===== src/design/table_interpolator_core_defines.svh =====
// Assertion macros shared by the table interpolator RTL.
// No dependencies; included by files that carry concurrent checks.
`ifndef TABLE_INTERPOLATOR_CORE_DEFINES_SVH
`define TABLE_INTERPOLATOR_CORE_DEFINES_SVH

// Same-cycle implication, disabled while reset is asserted.
`define TIC_ASSERT_IMPLIES(lbl, clk, rstn, ante, cons, msg) \
    lbl: assert property (@(posedge clk) disable iff (!(rstn)) (ante) |-> (cons)) \
        else $error(msg);

// Next-cycle implication, disabled while reset is asserted.
`define TIC_ASSERT_NEXT(lbl, clk, rstn, ante, cons, msg) \
    lbl: assert property (@(posedge clk) disable iff (!(rstn)) (ante) |=> (cons)) \
        else $error(msg);

`endif


===== src/design/tic_pkg.sv =====
// Shared types and constants for the table interpolator.
// No dependencies; imported by every module of the block.
package tic_pkg;

    localparam int DATA_W     = 32;
    localparam int WIDE_W     = 64;
    localparam int S_TDATA_W  = 104;
    localparam int M_TDATA_W  = 32;
    localparam int CFG_IDX_W  = 2;
    localparam int CFG_DATA_W = 9;
    localparam int PIU_W      = 9;

    localparam logic [CFG_IDX_W-1:0] CFG_INTERP_KIND   = 2'd0;
    localparam logic [CFG_IDX_W-1:0] CFG_UNIFORM_GRID  = 2'd1;
    localparam logic [CFG_IDX_W-1:0] CFG_EXTRAPOLATE   = 2'd2;
    localparam logic [CFG_IDX_W-1:0] CFG_POINTS_IN_USE = 2'd3;

    localparam logic OP_WRITE = 1'b0;
    localparam logic OP_QUERY = 1'b1;

    localparam logic [PIU_W-1:0] PIU_RESET = 9'd256;

    // Query sequencer
    typedef enum logic [4:0] {
        ST_IDLE, ST_LD0, ST_LD1, ST_LD2, ST_DIV_GO, ST_DIV_WAIT,
        ST_LDN, ST_LDN_CAP, ST_BS_RD, ST_BS_CMP, ST_RESOLVE,
        ST_PT_RD, ST_PT_CAP, ST_NV_CHK, ST_NV_GO, ST_NV_WAIT, ST_FIN
    } ctl_state_t;

    // Serial multiply-divide unit
    typedef enum logic [1:0] {MD_IDLE, MD_MUL, MD_DIV, MD_DONE} md_state_t;

    // Where the query sits relative to the table
    typedef enum logic [1:0] {WH_IN, WH_LOW, WH_HIGH} where_t;

    // How node abscissae are formed
    typedef enum logic [1:0] {GM_TABLE, GM_STEP, GM_GRID} gmode_t;

    typedef struct packed {
        logic busy;
        logic done;
    } md_stat_t;

endpackage


===== src/design/tic_muldiv.sv =====
// Serial trunc(a*b/d): shift-add multiply, then restoring divide, one bit a cycle.
// Depends on tic_pkg.
module tic_muldiv #(
    parameter int BW = 44
) (
    input  logic                              aclk,
    input  logic                              aresetn,
    input  logic                              start,
    input  logic signed [tic_pkg::WIDE_W-1:0] a,
    input  logic signed [BW-1:0]              b,
    input  logic signed [BW-1:0]              d,
    output tic_pkg::md_stat_t                 stat,
    output logic signed [tic_pkg::WIDE_W-1:0] quot,
    output logic [BW-1:0]                     rem_mag
);
    import tic_pkg::*;

    localparam int PW = WIDE_W + BW;
    localparam int CW = $clog2(PW + 1);

    md_state_t         state_reg, state_next;
    logic [CW-1:0]     cnt_reg;
    logic [PW-1:0]     mcand_reg;
    logic [BW-1:0]     mplier_reg;
    logic [PW-1:0]     prod_reg;
    logic [BW-1:0]     ud_reg;
    logic [BW-1:0]     rem_reg;
    logic [WIDE_W-1:0] ql_reg;
    logic              ovf_reg;
    logic              neg_reg;

    logic [WIDE_W-1:0] ua;
    logic [BW-1:0]     ub;
    logic [BW-1:0]     ud;
    logic [BW:0]       r2;
    logic [BW:0]       r2_sub;
    logic              ge;
    logic [WIDE_W-1:0] r_mag;

    // Operand magnitudes
    assign ua = a[WIDE_W-1] ? (~a + 1'b1) : a;
    assign ub = b[BW-1] ? (~b + 1'b1) : b;
    assign ud = d[BW-1] ? (~d + 1'b1) : d;

    // One restoring division step
    assign r2     = {rem_reg, prod_reg[PW-1]};
    assign r2_sub = r2 - {1'b0, ud_reg};
    assign ge     = (r2 >= {1'b0, ud_reg});

    // Next state
    always_comb begin
        state_next = state_reg;
        case (state_reg)
            MD_IDLE: if (start) state_next = MD_MUL;
            MD_MUL:  if (cnt_reg == CW'(BW - 1)) state_next = MD_DIV;
            MD_DIV:  if (cnt_reg == CW'(PW - 1)) state_next = MD_DONE;
            MD_DONE: state_next = MD_IDLE;
            default: state_next = MD_IDLE;
        endcase
    end

    // Status and result
    always_comb begin
        stat.busy = (state_reg != MD_IDLE);
        stat.done = (state_reg == MD_DONE);
        r_mag     = (ovf_reg || ql_reg[WIDE_W-1]) ? {1'b0, {(WIDE_W-1){1'b1}}} : ql_reg;
        quot      = neg_reg ? $signed(~r_mag + 1'b1) : $signed(r_mag);
        rem_mag   = rem_reg;
    end

    always_ff @(posedge aclk) begin
        if (!aresetn) begin
            state_reg <= MD_IDLE;
        end else begin
            state_reg <= state_next;
        end
    end

    // Datapath: load, accumulate partial products, then shift out quotient bits
    always_ff @(posedge aclk) begin
        case (state_reg)
            MD_IDLE: begin
                mcand_reg  <= {{BW{1'b0}}, ua};
                mplier_reg <= ub;
                prod_reg   <= '0;
                ud_reg     <= ud;
                rem_reg    <= '0;
                ql_reg     <= '0;
                ovf_reg    <= 1'b0;
                neg_reg    <= a[WIDE_W-1] ^ b[BW-1] ^ d[BW-1];
                cnt_reg    <= '0;
            end
            MD_MUL: begin
                if (mplier_reg[0]) begin
                    prod_reg <= prod_reg + mcand_reg;
                end
                mcand_reg  <= {mcand_reg[PW-2:0], 1'b0};
                mplier_reg <= {1'b0, mplier_reg[BW-1:1]};
                cnt_reg    <= (cnt_reg == CW'(BW - 1)) ? '0 : cnt_reg + 1'b1;
            end
            MD_DIV: begin
                rem_reg  <= ge ? r2_sub[BW-1:0] : r2[BW-1:0];
                prod_reg <= {prod_reg[PW-2:0], 1'b0};
                ovf_reg  <= ovf_reg | ql_reg[WIDE_W-1];
                ql_reg   <= {ql_reg[WIDE_W-2:0], ge};
                cnt_reg  <= cnt_reg + 1'b1;
            end
            default: begin
                cnt_reg <= '0;
            end
        endcase
    end

endmodule


===== config.mk =====
export PLATFORM = sky130hd
export DESIGN_NAME = tic_muldiv
export DESIGN_NICKNAME = d
export VERILOG_FILES = /design/src/design/table_interpolator_core_defines.svh /design/src/design/tic_pkg.sv /design/src/design/tic_muldiv.sv
export SDC_FILE = /design/constraint.sdc
export NUM_CORES = 1
export LEC_CHECK = 0
export ABC_CLOCK_PERIOD_IN_PS = 10400
export BUFFER_PORTS_ARGS = -buffer_cell sky130_fd_sc_hd__buf_4
export CORE_ASPECT_RATIO = 1.1
export CORE_MARGIN = 5
export CORE_UTILIZATION = 27
export CTS_CLUSTER_SIZE = 25
export DETAILED_ROUTE_END_ITERATION = 6
export GPL_ROUTABILITY_DRIVEN = 0
export GPL_TIMING_DRIVEN = 1
export PLACE_DENSITY = 0.45
export SYNTH_ARGS = -nofsm -noshare
export SYNTH_HDL_FRONTEND = slang
export SYNTH_SLANG_ARGS = --single-unit

===== constraint.sdc =====
create_clock -name aclk -period 10.4 [get_ports aclk]
set_input_delay 3.12 -clock aclk [delete_from_list [all_inputs] [get_ports aclk]]
set_output_delay 3.12 -clock aclk [all_outputs]
set_load 0.02 [all_outputs]

==> metrics.txt <==
status finished clean; top_reg_cell synth edfxtp_1; Detailed Route Iter0 Violations approximately 1,600; clk root buf clkbuf_16; Initial Util 0.271; syn avg cell area 9.13 µm²; Total Routing Usage GR 0.147; Final period util 0.817; vias in the first global route approximately 25,000; Worst Skew between 0.02 and 0.025 ns; FFs w/ async S/R, synth 0; max_slew headroom 0.257; first-pass GRT wire length around 140,000 µm; Setup Total Neg Slack 0 ns; Area Growth Syn to Fin 17.2%; fillers roughly 12,000; unique cell type count in the Yosys netlist 81; final design instance area without fill roughly 36,000 µm²; HP Class flip-flop to flip-flop; routed vias/inst 4.99; top post-synthesis cells by area edfxtp_1 (41%), ha_1 (6.6%), o21ai_0 (6.4%); worst-path fanout max 16; H-tree levels 2; # IOs about 270; cts hold-fix bufs 0; I/O Buffers 264; DRT Pass-1 Iters 5; layout cells sized above 1 0.120; TritonCTS buffer count 53; fin crit period ~8.5 ns; setup bufs post-CTS 0; most common cell after layout, fill and taps aside nand2_1; drt drc 0; register area share after synthesis 0.416; yosys warns 0; Clock Tree Buf Depth 3; flops & latches, synth around 420; worst-margin pin slew around 1.1 ns; drt wl/cell roughly 18 µm; post-cts gate resize count 0; pwr dens between 300 and 400 nW/µm²; kind of critical path flip-flop to primary output; total grt overflow 0; Max Fclk 118 MHz; largest net degree at the start of global routing 110; cell leakage power roughly 14 nW; clock sinks between 400 and 500; RSZ-0062 raised after global routing no; Mapped Area 30,300 µm²; reg2reg setup slack roughly 5.6 ns; drt total wl 91,000 µm; DIE AREA roughly 120,000 µm²; FP Rows approximately 130; crit end category primary output; final setup violation count 0; Worst EP required approximately 7.3 ns; Max Slew Vio Count 0; Worst-path clk slew 0.06 ns; Gate Count Post-Synth 3,321; top cell type's share of synthesized area 0.410; EDFF count, synth 414; post-detail-place hpwl ~68,000 µm; most frequent cells in the layout nand2_1 (416), edfxtp_1 (414), o21ai_0 (389), buf_4 (286), nor2_1 (233); Die X between 300 and 400 µm; Antenna Violating Nets Remaining 0; Worst IR Drop VDD around 0.17 mV; TritonCTS clock tree built; Core ar. between 100,000 and 150,000 µm²; Hold Fails Final Rpt 0; Die Span Y roughly 360 µm; Placed Instance Area between 30,000 and 40,000 µm²; antenna violations before repair 2; CP startpoint kind flip-flop; # Max-Cap Violations 0; clock latency on the worst-skew pair 0.62 ns; syn nets around 3,600; dominant cell type by area after synthesis edfxtp_1; worst endpoint data arrival time approximately 5.4 ns; nets between 3,000 and 4,000; vias about 25,000
## worst paths after layout
| kind | cells past startpoint | from | endpoint |
|---|---|---|---|
| worst min-delay path | 1 | cnt_reg[0] | cnt_reg[0] |
| worst min register to register | 1 | cnt_reg[0] | cnt_reg[0] |
| worst max-delay path | 13 | ql_reg[63] | quot[60] |
| worst max register to register | 14 | mcand_reg[0] | prod_reg[98] |
## routing by layer
layer,global-route usage,part of all wire
met5,0,0
met4,0.0386,0.024
met3,0.0185,0.037
met2,0.255,0.48
met1,0.195,0.46
## cells in the mapped netlist (all sizes together), types with 4 or more instances
cell    instances
a211oi          9
a21boi         12
a21o           61
a21oi         207
a221o          13
a221oi         10
a22o            7
a31oi          23
a41oi           5
and2          122
and3           15
and4            4
buf             9
clkbuf        163
dfxtp           9
edfxtp        414
ha            161
inv           109
mux2            4
mux2i          40
nand2         418
nand2b         16
nand3          39
nand3b          4
nand4          69
nand4b          5
nor2          234
nor2b          18
nor3           60
nor4           19
o211ai         13
o21a           20
o21ai         392
o21bai         36
o221ai          8
o22ai           4
o311ai         24
o31a            4
o31ai          58
o41ai          21
or2            17
or3            54
or4            41
xnor2         141
xor2          170
## area by class of cell
cell class                      count  area, µm²  share of cell area
Inverter                          110        413              0.0116
Tap cell                         1506       1880              0.0530
Antenna cell                        2       5.00            0.000141
Timing Repair Buffer              286       2150              0.0604
Clock buffer                       59       1350              0.0380
Clock inverter                     41        424              0.0119
Multi-Input combinational cell   2616      16700               0.470
Sequential cell                   423      12600               0.355
## metrics by stage
step                      utilization  worst slack, ns  std cells  total power, W  hold WS, ns
after global routing            0.317             1.60       5043          0.0120        0.505
after detailed placement        0.301             2.52       4941         0.00932        0.435
after CTS                       0.317             1.82       5041          0.0113        0.449
after floorplan                     -             2.68       3321         0.00739        0.413
final                           0.317             1.91       5043          0.0111        0.444
after global placement          0.301             2.59       4941         0.00932        0.429
## logic make-up (layout without fill, tap and decap cells)
group / Yosys count / in the layout / synth area share
compound gates: 953 / 953 / 0.192
xor+xnor: 311 / 311 / 0.0898
fa+ha+maj: 163 / 163 / 0.0678
buf+inv: 282 / 496 / 0.0352
flops: 423 / 423 / 0.416
mux: 44 / 44 / 0.0147
other cells: 0 / 2 / 0
simple gates: 1145 / 1145 / 0.185
## worst max-delay path, stage by stage (launching register included)
cell and delay [ns]:
edfxtp_1 0.41, or2_2 0.47, nor2_1 0.18, ha_1 0.19
nand2_1 0.12, or2_2 0.34, nor4_2 0.45, nand3_2 0.18
or3_4 0.44, or4_4 0.53, or4_4 0.46, or4_4 0.50
a221o_1 0.33, buf_4 0.16
## report_power, final
part | internal [W] | leakage (nW) | switching (W)
Sequential | 0.00290 | 4.59 | 0.000446
Clock | 0.00112 | 0.855 | 0.000794
Combinational | 0.00211 | 8.21 | 0.00378
Total | 0.00612 | 13.7 | 0.00502
No activity file was read; power rests on OpenSTA's default activity.
